## config.mk

```make
export PLATFORM = sky130hd
export DESIGN_NAME = row_run_line_band_detector_unit_flat
export DESIGN_NICKNAME = d
export VERILOG_FILES = /design/src/rlb_pkg.sv /design/src/rlb_channels.sv /design/src/rlb_cfg_regs.sv /design/src/row_run_line_band_detector_unit.sv /design/src/flat_wrapper.sv
export VERILOG_INCLUDE_DIRS = /design/src /design/src/src
export SDC_FILE = /design/constraint.sdc
export NUM_CORES = 1
export LEC_CHECK = 0
export BUFFER_PORTS_ARGS = -buffer_cell sky130_fd_sc_hd__buf_2
export CORE_MARGIN = 5
export CORE_UTILIZATION = 57
export CTS_CLUSTER_SIZE = 40
export DETAILED_ROUTE_END_ITERATION = 12
export PLACE_DENSITY = 0.78
export SYNTH_ARGS = -nofsm -noshare
export SYNTH_HDL_FRONTEND = slang
export SYNTH_SLANG_ARGS = --single-unit
```

## constraint.sdc

```tcl
create_clock -name clk -period 9.42 [get_ports clk]
set_input_delay 0 -clock clk [delete_from_list [all_inputs] [get_ports clk]]
set_output_delay 0 -clock clk [all_outputs]
set_load 0.02 [all_outputs]
```

## src/assert_macros.svh

```systemverilog
// Assertion macros shared by the band detector RTL.
`ifndef ASSERT_MACROS_SVH
`define ASSERT_MACROS_SVH

// Antecedent true implies consequent in the same cycle.
`define ASSERT_SAME(lbl, clk, rst_n, ante, cons) \
	lbl: assert property (@(posedge clk) disable iff (!rst_n) (ante) |-> (cons)) \
		else $error("same-cycle check failed");

// Antecedent true implies consequent in the next cycle.
`define ASSERT_NEXT(lbl, clk, rst_n, ante, cons) \
	lbl: assert property (@(posedge clk) disable iff (!rst_n) (ante) |=> (cons)) \
		else $error("next-cycle check failed");

`endif

```

## src/rlb_pkg.sv

```systemverilog
// Types and constants of the row run line band detector.
`default_nettype none

package rlb_pkg;

	localparam int MAX_WIDTH   = 2048;
	localparam int MAX_HEIGHT  = 2048;
	localparam int RESET_DIM   = 1024;

	localparam int CFG_INDEX_W = 1;
	localparam int CFG_DATA_W  = 12;

	localparam logic [CFG_INDEX_W-1:0] REG_ROW_WIDTH    = 1'b0;
	localparam logic [CFG_INDEX_W-1:0] REG_FRAME_HEIGHT = 1'b1;

	// Derived geometry, held in registers next to the config port.
	typedef struct packed {
		logic [10:0] last_col;
		logic [10:0] last_row;
		logic [10:0] thresh;
	} cfg_t;

	typedef struct packed {
		logic [10:0] top;
		logic [10:0] bottom;
		logic [10:0] left_col;
		logic [10:0] right_col;
		logic [11:0] number;
	} band_t;

endpackage

`default_nettype wire

```

## src/rlb_channels.sv

```systemverilog
// Valid/ready channel interfaces for pixel items and band items.
`default_nettype none

interface rlb_pixel_if;
	logic       valid;
	logic       ready;
	logic [7:0] red_level;

	modport source (output valid, output red_level, input ready);
	modport sink (input valid, input red_level, output ready);
endinterface

interface rlb_band_if;
	logic        valid;
	logic        ready;
	logic [10:0] band_top;
	logic [10:0] band_bottom;
	logic [10:0] band_left;
	logic [10:0] band_right;
	logic [11:0] band_number;

	modport source (
		output valid, output band_top, output band_bottom, output band_left,
		output band_right, output band_number, input ready
	);
	modport sink (
		input valid, input band_top, input band_bottom, input band_left,
		input band_right, input band_number, output ready
	);
endinterface

`default_nettype wire

```

## src/rlb_cfg_regs.sv

```systemverilog
// Configuration registers with clamped geometry and precomputed threshold.
`default_nettype none

module rlb_cfg_regs (
	input  logic                                clk,
	input  logic                                arst_n,
	input  logic                                cfg_wr_en,
	input  logic [rlb_pkg::CFG_INDEX_W-1:0]     cfg_index,
	input  logic [rlb_pkg::CFG_DATA_W-1:0]      cfg_data,
	output rlb_pkg::cfg_t                       cfg
);
	import rlb_pkg::*;

	// floor(v/3) == (v*2731) >> 13 for every v up to 2048
	localparam logic [11:0] THIRD_MUL   = 12'd2731;
	localparam int          THIRD_SHIFT = 13;

	logic [11:0] dim;
	logic [23:0] third_prod;
	cfg_t        cfg_q;

	// Clamp the written value to 1..2048.
	always_comb begin
		if (cfg_data == '0) begin
			dim = 12'd1;
		end else if (cfg_data > 12'(MAX_WIDTH)) begin
			dim = 12'(MAX_WIDTH);
		end else begin
			dim = cfg_data;
		end
		third_prod = dim * THIRD_MUL;
	end

	always_ff @(posedge clk or negedge arst_n) begin
		if (!arst_n) begin
			cfg_q.last_col <= 11'(RESET_DIM - 1);
			cfg_q.last_row <= 11'(RESET_DIM - 1);
			cfg_q.thresh   <= 11'(RESET_DIM / 3);
		end else if (cfg_wr_en) begin
			unique case (cfg_index)
				REG_ROW_WIDTH: begin
					cfg_q.last_col <= 11'(dim - 12'd1);
					cfg_q.thresh   <= third_prod[THIRD_SHIFT +: 11];
				end
				REG_FRAME_HEIGHT: begin
					cfg_q.last_row <= 11'(dim - 12'd1);
				end
				default: begin
				end
			endcase
		end
	end

	assign cfg = cfg_q;

endmodule

`default_nettype wire

```

## src/row_run_line_band_detector_unit.sv

```systemverilog
// Row run line band detector: top level with scan state and band tracking.
// Flow: a pixel item is registered in the input register, then processed; a band
//   item is loaded into the result register when the last pixel of the closing row advances.
// Throughput: one pixel item per cycle unless band_out stalls; the scan update is
//   a single pass of compares and muxes between the input and result registers.
// Reset: arst_n clears the scan position, runs, open band and band count, and
//   restores row_width and frame_height to 1024.
`default_nettype none
`include "assert_macros.svh"

module row_run_line_band_detector_unit (
	input  logic                            clk,
	input  logic                            arst_n,
	input  logic                            cfg_wr_en,
	input  logic [rlb_pkg::CFG_INDEX_W-1:0] cfg_index,
	input  logic [rlb_pkg::CFG_DATA_W-1:0]  cfg_data,
	rlb_pixel_if.sink                       pixel_in,
	rlb_band_if.source                      band_out
);
	import rlb_pkg::*;

	cfg_t cfg;

	rlb_cfg_regs u_cfg (
		.clk       (clk),
		.arst_n    (arst_n),
		.cfg_wr_en (cfg_wr_en),
		.cfg_index (cfg_index),
		.cfg_data  (cfg_data),
		.cfg       (cfg)
	);

	// Input register
	logic       valid_s1;
	logic [7:0] red_s1;

	// Scan and band state
	logic [10:0] col_q;
	logic [10:0] row_q;
	logic [11:0] cur_run_q;
	logic [10:0] cur_start_q;
	logic [11:0] best_run_q;
	logic [10:0] best_start_q;
	logic [10:0] best_stop_q;
	logic        band_open_q;
	logic [10:0] open_top_q;
	logic [10:0] open_bottom_q;
	logic [10:0] open_left_q;
	logic [10:0] open_right_q;
	logic [11:0] bands_found_q;

	// Result register
	logic  out_valid_q;
	band_t out_band_q;

	// Handshake: the stage moves when the result register is free or drains.
	logic can_go;
	logic adv;
	logic in_fire;

	assign can_go          = !out_valid_q || band_out.ready;
	assign adv             = valid_s1 && can_go;
	assign pixel_in.ready  = !valid_s1 || can_go;
	assign in_fire         = pixel_in.valid && pixel_in.ready;

	// Per-pixel combinational pass
	logic        dark;
	logic        eol;
	logic        frame_end;
	logic [11:0] run_a;
	logic [10:0] start_a;
	logic [11:0] best_run_a;
	logic [10:0] best_start_a;
	logic [10:0] best_stop_a;
	logic [11:0] best_run_f;
	logic [10:0] best_start_f;
	logic [10:0] best_stop_f;
	logic        qual;
	logic [10:0] nb_top;
	logic [10:0] nb_bottom;
	logic [10:0] nb_left;
	logic [10:0] nb_right;
	logic        emit;
	logic [11:0] bands_inc;
	band_t       emit_band;

	always_comb begin
		dark      = (red_s1 == 8'd0);
		eol       = (col_q >= cfg.last_col);
		frame_end = (row_q >= cfg.last_row);

		// A bright pixel ends the run in progress; it also marks the next start.
		best_run_a   = best_run_q;
		best_start_a = best_start_q;
		best_stop_a  = best_stop_q;
		if (dark) begin
			run_a   = cur_run_q + 12'd1;
			start_a = cur_start_q;
		end else begin
			if (cur_run_q > best_run_q) begin
				best_run_a   = cur_run_q;
				best_start_a = cur_start_q;
				best_stop_a  = col_q;
			end
			run_a   = '0;
			start_a = col_q;
		end

		// At the row end a run still open ends on the last column.
		best_run_f   = best_run_a;
		best_start_f = best_start_a;
		best_stop_f  = best_stop_a;
		if (run_a > best_run_a) begin
			best_run_f   = run_a;
			best_start_f = start_a;
			best_stop_f  = cfg.last_col;
		end

		qual = (best_run_f > {1'b0, cfg.thresh});

		// Merge the row run into the band, or open a fresh band.
		if (band_open_q) begin
			nb_top    = open_top_q;
			nb_left   = (best_start_f < open_left_q) ? best_start_f : open_left_q;
			nb_right  = (best_stop_f > open_right_q) ? best_stop_f : open_right_q;
		end else begin
			nb_top    = row_q;
			nb_left   = best_start_f;
			nb_right  = best_stop_f;
		end
		nb_bottom = row_q;

		// Close on a non-qualifying row, or on the frame end after merging.
		emit = eol && ((!qual && band_open_q) || (qual && frame_end));

		bands_inc = bands_found_q + 12'd1;

		emit_band.left_col  = qual ? nb_left : open_left_q;
		emit_band.right_col = qual ? nb_right : open_right_q;
		emit_band.top       = qual ? nb_top : open_top_q;
		emit_band.bottom    = qual ? nb_bottom : open_bottom_q;
		// Grow by one row each way, kept inside the frame.
		if (emit_band.top != '0) begin
			emit_band.top = emit_band.top - 11'd1;
		end
		if (emit_band.bottom < cfg.last_row) begin
			emit_band.bottom = emit_band.bottom + 11'd1;
		end
		emit_band.number = bands_inc;
	end

	// Input register: load on accept, drop when the stage advances.
	always_ff @(posedge clk or negedge arst_n) begin
		if (!arst_n) begin
			valid_s1 <= 1'b0;
		end else if (in_fire) begin
			valid_s1 <= 1'b1;
		end else if (adv) begin
			valid_s1 <= 1'b0;
		end
	end

	always_ff @(posedge clk) begin
		if (in_fire) begin
			red_s1 <= pixel_in.red_level;
		end
	end

	// Scan and band state: advance once per processed pixel.
	always_ff @(posedge clk or negedge arst_n) begin
		if (!arst_n) begin
			col_q         <= '0;
			row_q         <= '0;
			cur_run_q     <= '0;
			cur_start_q   <= '0;
			best_run_q    <= '0;
			best_start_q  <= '0;
			best_stop_q   <= '0;
			band_open_q   <= 1'b0;
			open_top_q    <= '0;
			open_bottom_q <= '0;
			open_left_q   <= '0;
			open_right_q  <= '0;
			bands_found_q <= '0;
		end else if (adv) begin
			if (!eol) begin
				col_q        <= col_q + 11'd1;
				cur_run_q    <= run_a;
				cur_start_q  <= start_a;
				best_run_q   <= best_run_a;
				best_start_q <= best_start_a;
				best_stop_q  <= best_stop_a;
			end else begin
				col_q        <= '0;
				cur_run_q    <= '0;
				cur_start_q  <= '0;
				best_run_q   <= '0;
				best_start_q <= '0;
				best_stop_q  <= '0;
				if (qual) begin
					open_top_q    <= nb_top;
					open_bottom_q <= nb_bottom;
					open_left_q   <= nb_left;
					open_right_q  <= nb_right;
				end
				band_open_q <= qual && !frame_end;
				if (frame_end) begin
					row_q         <= '0;
					bands_found_q <= '0;
				end else begin
					row_q <= row_q + 11'd1;
					if (emit) begin
						bands_found_q <= bands_inc;
					end
				end
			end
		end
	end

	// Result register: take a band when the stage advances, hold while stalled.
	always_ff @(posedge clk or negedge arst_n) begin
		if (!arst_n) begin
			out_valid_q <= 1'b0;
		end else if (adv) begin
			out_valid_q <= emit;
		end else if (band_out.ready) begin
			out_valid_q <= 1'b0;
		end
	end

	always_ff @(posedge clk) begin
		if (adv && emit) begin
			out_band_q <= emit_band;
		end
	end

	assign band_out.valid       = out_valid_q;
	assign band_out.band_top    = out_band_q.top;
	assign band_out.band_bottom = out_band_q.bottom;
	assign band_out.band_left   = out_band_q.left_col;
	assign band_out.band_right  = out_band_q.right_col;
	assign band_out.band_number = out_band_q.number;

	`ASSERT_NEXT(a_emit_shows, clk, arst_n, adv && emit, out_valid_q)
	`ASSERT_NEXT(a_frame_end_clears, clk, arst_n, adv && eol && frame_end,
		!band_open_q && bands_found_q == '0 && row_q == '0)
	`ASSERT_SAME(a_band_rows_ordered, clk, arst_n, out_valid_q,
		out_band_q.top <= out_band_q.bottom && out_band_q.number != '0)
	`ASSERT_SAME(a_empty_stage_ready, clk, arst_n, !valid_s1, pixel_in.ready)

endmodule

`default_nettype wire
```

## src/flat_wrapper.sv

```systemverilog
// flat-port wrapper written by rule: the top's interface ports become plain ports
module row_run_line_band_detector_unit_flat import rlb_pkg::*;
  (clk, arst_n, cfg_wr_en, cfg_index, cfg_data, pixel_in_valid, pixel_in_red_level, pixel_in_ready, band_out_valid, band_out_band_top, band_out_band_bottom, band_out_band_left, band_out_band_right, band_out_band_number, band_out_ready);
  rlb_pixel_if pixel_in_i ();
  rlb_band_if band_out_i ();
  input  logic clk;
  input  logic arst_n;
  input  logic cfg_wr_en;
  input  logic [rlb_pkg::CFG_INDEX_W-1:0] cfg_index;
  input  logic [rlb_pkg::CFG_DATA_W-1:0] cfg_data;
  input wire logic [$bits(pixel_in_i.valid)-1:0] pixel_in_valid;
  input wire logic [$bits(pixel_in_i.red_level)-1:0] pixel_in_red_level;
  output wire logic [$bits(pixel_in_i.ready)-1:0] pixel_in_ready;
  output wire logic [$bits(band_out_i.valid)-1:0] band_out_valid;
  output wire logic [$bits(band_out_i.band_top)-1:0] band_out_band_top;
  output wire logic [$bits(band_out_i.band_bottom)-1:0] band_out_band_bottom;
  output wire logic [$bits(band_out_i.band_left)-1:0] band_out_band_left;
  output wire logic [$bits(band_out_i.band_right)-1:0] band_out_band_right;
  output wire logic [$bits(band_out_i.band_number)-1:0] band_out_band_number;
  input wire logic [$bits(band_out_i.ready)-1:0] band_out_ready;
  assign pixel_in_i.valid = pixel_in_valid;
  assign pixel_in_i.red_level = pixel_in_red_level;
  assign pixel_in_ready = pixel_in_i.ready;
  assign band_out_valid = band_out_i.valid;
  assign band_out_band_top = band_out_i.band_top;
  assign band_out_band_bottom = band_out_i.band_bottom;
  assign band_out_band_left = band_out_i.band_left;
  assign band_out_band_right = band_out_i.band_right;
  assign band_out_band_number = band_out_i.band_number;
  assign band_out_i.ready = band_out_ready;
  row_run_line_band_detector_unit u_core (.clk(clk), .arst_n(arst_n), .cfg_wr_en(cfg_wr_en), .cfg_index(cfg_index), .cfg_data(cfg_data), .pixel_in(pixel_in_i), .band_out(band_out_i));
endmodule
```

==> impl_metrics.csv <==
group,metric,value,unit
run_status,status,"finished clean",
drt,drt-total-wl,35.35,mm
floorplan,fp.dieW,177.1,um
logic_synthesis,synth_adder_area_share,19.42,%
logic_synthesis,ys_types,71,
worst_setup_path,worst_path_most_repeated_cell,"a21o_1",
logic_synthesis,synth_most_common_cell,"ha_1",
layout,fin_cells,2083,
worst_setup_path,crit_path_end_kind,"flop",
run,cap_violations,0,
drt,route.layer.met1.wl,15.70,mm
worst_setup_path,timing.rr.end,"u_core.band_out.band_bottom[1]$_DFFE_PP_",
clock_network,clockBufferDepth,3,
drt,routed-via-count,11932,
worst_setup_path,worst-path-stages,41,
floorplan,die_h,177.1,um
sta,post-route-period-util,94.71,%
logic_synthesis,synth-seq-cells,235,
floorplan,start_util,57.44,%
worst_setup_path,crit_start,"u_core.cur_run_q[1]$_DFFE_PN0P_",
placement,place.gp.congestion,0.9078,
logic_synthesis,synth-xor-area-share,3.852,%
logic_synthesis,synth.top_cells.by_count,"183 x ha_1, 178 x inv_1, 169 x nand2_1",
worst_setup_path,start_kind,"flop",
layout,multi_input_area,8746,um2
floorplan,die_area,31360,um2
pwr,powerDensity,239.6,nW/um2
worst_setup_path,cp_slowest_cell,"a2111oi_0",
pwr,ir_drop,0.1871,mV
logic_synthesis,yosys_warnings,0,
pwr,p_sw,1610,uW
worst_setup_path,r2r.worst_path.cells,41,
layout,finalNetCount,1933,
worst_setup_path,worstPathRequired,9.73,ns
worst_setup_path,timing.critical_path.buf_inv,1,
logic_synthesis,synth_top_cell_by_area,"dfrtp_1",
layout,fill_cells,2187,
clock_network,cts.sinks,235,
drt,wl_met2,16.81,mm
drt,drc,0,
drt,wl_per_cell,16.97,um
drt,firstDrtPassIters,5,
pwr,sw_frac_of_total,37.71,%
sta,setup_viol,0,
worst_setup_path,path_delay_family,"compound AO/OA/AOI/OAI gates",
placement,dpl.cell_count,2019,
pwr,finalPower,4269,uW
clock_network,cts_inserted_buffers,27,
global_route,grt_start_max_net_pins,100,
floorplan,rows,61,
logic_synthesis,async_reset_ff_share,72.77,%
logic_synthesis,syn_nets,1853,
pwr,combPwrFrac,42.6,%
worst_setup_path,slowest_delay,0.62,ns
worst_hold_path,hold_path_class,"in -> reg",
worst_setup_path,crit_arrival,9.23,ns
clock_network,clock_latency,0.57,ns
global_route,grt_pass1_wl,59.10,mm
worst_setup_path,r2r_start,"u_core.cur_run_q[1]$_DFFE_PN0P_",
drt,drt-vias-per-instance,5.728,
clock_network,clk_pin_slew,0.06,ns
layout,synthToLayoutAreaGrowth,11.96,%
logic_synthesis,yosysSeqAreaShare,39.16,%
sta,hold_viol_final,0,
logic_synthesis,synth_top_family_by_area,"adder cells",
pwr,p_leak,0.008829,uW
drt,drt_iter0_drc,782,
sta,setup_ws,0.4984,ns
layout,antennaDiodeCount,0,
global_route,grt_pass1_vias,12045,
sta,fmax,112.1,MHz
pwr,power_frac_clock,25.3,%
placement,dp_hpwl,25.77,mm
logic_synthesis,synth.cell_area,15920,um2
sta,setup_tns,0,ns
global_route,antenna_found_initial,1,
logic_synthesis,syn_avg_cell_area,9.922,um2
worst_setup_path,critical_path.max_fanout,17,
drt,wl_met3,1.973,mm
pwr,seq_power_share,32.1,%
clock_network,root_buffer,"clkbuf_16",
logic_synthesis,synth_compound_area_share,12.70,%
logic_synthesis,yosys.area_share.simple,12.68,%
sta,slew_headroom,28.31,%
logic_synthesis,yosys_most_used_dff,"dfrtp_1",
layout,layout-drive-gt1-share,13.31,%
logic_synthesis,synth_top_area_share,22.96,%
worst_setup_path,crit_type,"reg -> reg",
logic_synthesis,syn_inst,1604,
sta,skew,0.03190,ns
pwr,intPower,2659,uW
worst_setup_path,crit_end,"u_core.band_out.band_bottom[1]$_DFFE_PP_",
layout,final-seq-area,6232,um2
sta,tightestPinTransition,1.074,ns
drt,highest_layer,"met5",
placement,io_buffers,83,
sta,period_minus_slack,8.922,ns
drt,antenna_left,0,
logic_synthesis,ys_top_cells_by_area,"dfrtp_1 23%, ha_1 14%, edfxtp_1 12%, fa_1 5.0%, inv_1 4.2%",
worst_setup_path,regToRegSetupSlack,0.50,ns
global_route,grt-ovfl-total,0,
placement,place_ws,0.2636,ns
sta,maxSlewViolCount,0,
logic_synthesis,synth_mux_area_share,6.101,%
clock_network,h-tree-depth,1,
global_route,grt_util_all_layers,22.79,%
floorplan,core_area,27710,um2
clock_network,cts_tree,"yes",
floorplan,io_pins,84,
logic_synthesis,synth_edf_count,64,
==> layout make-up <==
type | count | area share [%]
clock buffers | 37 | 4.606
clock inverters | 13 | 0.7022
inverters | 180 | 3.792
multi-input cells | 1122 | 49.08
flip-flops and latches | 235 | 34.98
well taps | 378 | 2.654
repair buffers | 118 | 4.185
==> cells by family after synthesis <==
| group | after synthesis |
|---|---|
| other | 1 |
| buffers and inverters | 247 |
| flip-flops | 235 |
| XOR/XNOR | 70 |
| adder cells (fa/ha/maj) | 223 |
| multiplexers | 90 |
| AO/OA/AOI/OAI | 301 |
| AND/OR/NAND/NOR | 437 |
==> layer usage <==
layer / track usage [%] / vias up
met5: 0 / -
met4: 6.770 / 2
met3: 2.991 / 65
met2: 37.84 / 359
met1: 31.50 / 5784
li1: - / 5722
==> tightest hold or removal path: cells and delay by family <==
kind / cells / cell delay [ns]
compound gates: 1 / 0.07
buf+inv: 1 / 0.11
xor+xnor: 1 / 0.19
simple gates: 1 / 0.21
==> state kept, by name (all words and copies together), names as in the netlist, 12 cells and up <==
name and cells:
u_core.bands_found_q 12, u_core.cur_run_q 12, u_core.u_cfg.cfg 33, u_core.band_out.band_number 12, u_core.best_run_q 12
==> power groups by stage <==
| stage | combinational (uW) | sequential [uW] | clock [uW] |
|---|---|---|---|
| after floorplan | 1370 | 1350 | 0 |
| after global placement | 1710 | 1380 | 0 |
| after detailed placement | 1770 | 1380 | 0 |
| after CTS | 1800 | 1370 | 1100 |
| after global routing | 2060 | 1390 | 1140 |
| final | 1820 | 1370 | 1080 |
==> stage by stage <==
stage,area (um2),hold slack [ns],utilization [%]
5_1_grt,17820,0.07060,64.31
2_1_floorplan,15920,-0.2956,-
6_report,17820,0.03984,64.31
3_5_place_dp,16700,0.1836,60.29
3_3_place_gp,16700,0.1774,60.29
4_1_cts,17780,0.01675,64.17
==> worst min-delay path by stage <==
stage | start | end | cells after the start
3_5_place_dp | pixel_in_red_level[6] | u_core.red_s1[6]$_DFFE_PP_ | 1
2_1_floorplan | arst_n | u_core.band_open_q$_DFFE_PN0P_ | 0
4_1_cts | cfg_data[6] | u_core.u_cfg.cfg[17]$_DFFE_PN1P_ | 4
6_report | cfg_data[6] | u_core.u_cfg.cfg[17]$_DFFE_PN1P_ | 4
5_1_grt | cfg_data[6] | u_core.u_cfg.cfg[17]$_DFFE_PN1P_ | 4
3_3_place_gp | arst_n | u_core.best_run_q[10]$_DFFE_PN0P_ | 1
==> repair_timing <==
action	in CTS	in global routing
setup endpoints to repair	0	18
hold buffers	13	0
endpoints found under the hold margin	120	0
buffers inserted	0	1
resized for setup	0	4
==> placed cells by master, fill, tap and decap left out, drive strengths merged, types with 12 or more instances in the layout <==
cell	Yosys	layout
ha	183	183
inv	179	181
nand2	169	169
dfrtp	146	146
nor2	105	105
buf	16	105
o21ai	76	76
edfxtp	64	64
a21oi	62	62
mux2	50	50
xnor2	47	47
nand3	43	43
fa	40	40
mux2i	40	40
clkbuf	51	37
a22o	34	34
a21o	31	31
o31ai	30	30
dfstp	25	25
xor2	23	23
nand4	21	21
nor3	19	19
nand2b	18	18
dlygate4sd3	0	13
o21a	12	12
o22ai	12	12
No activity file was read; power rests on OpenSTA's default activity.
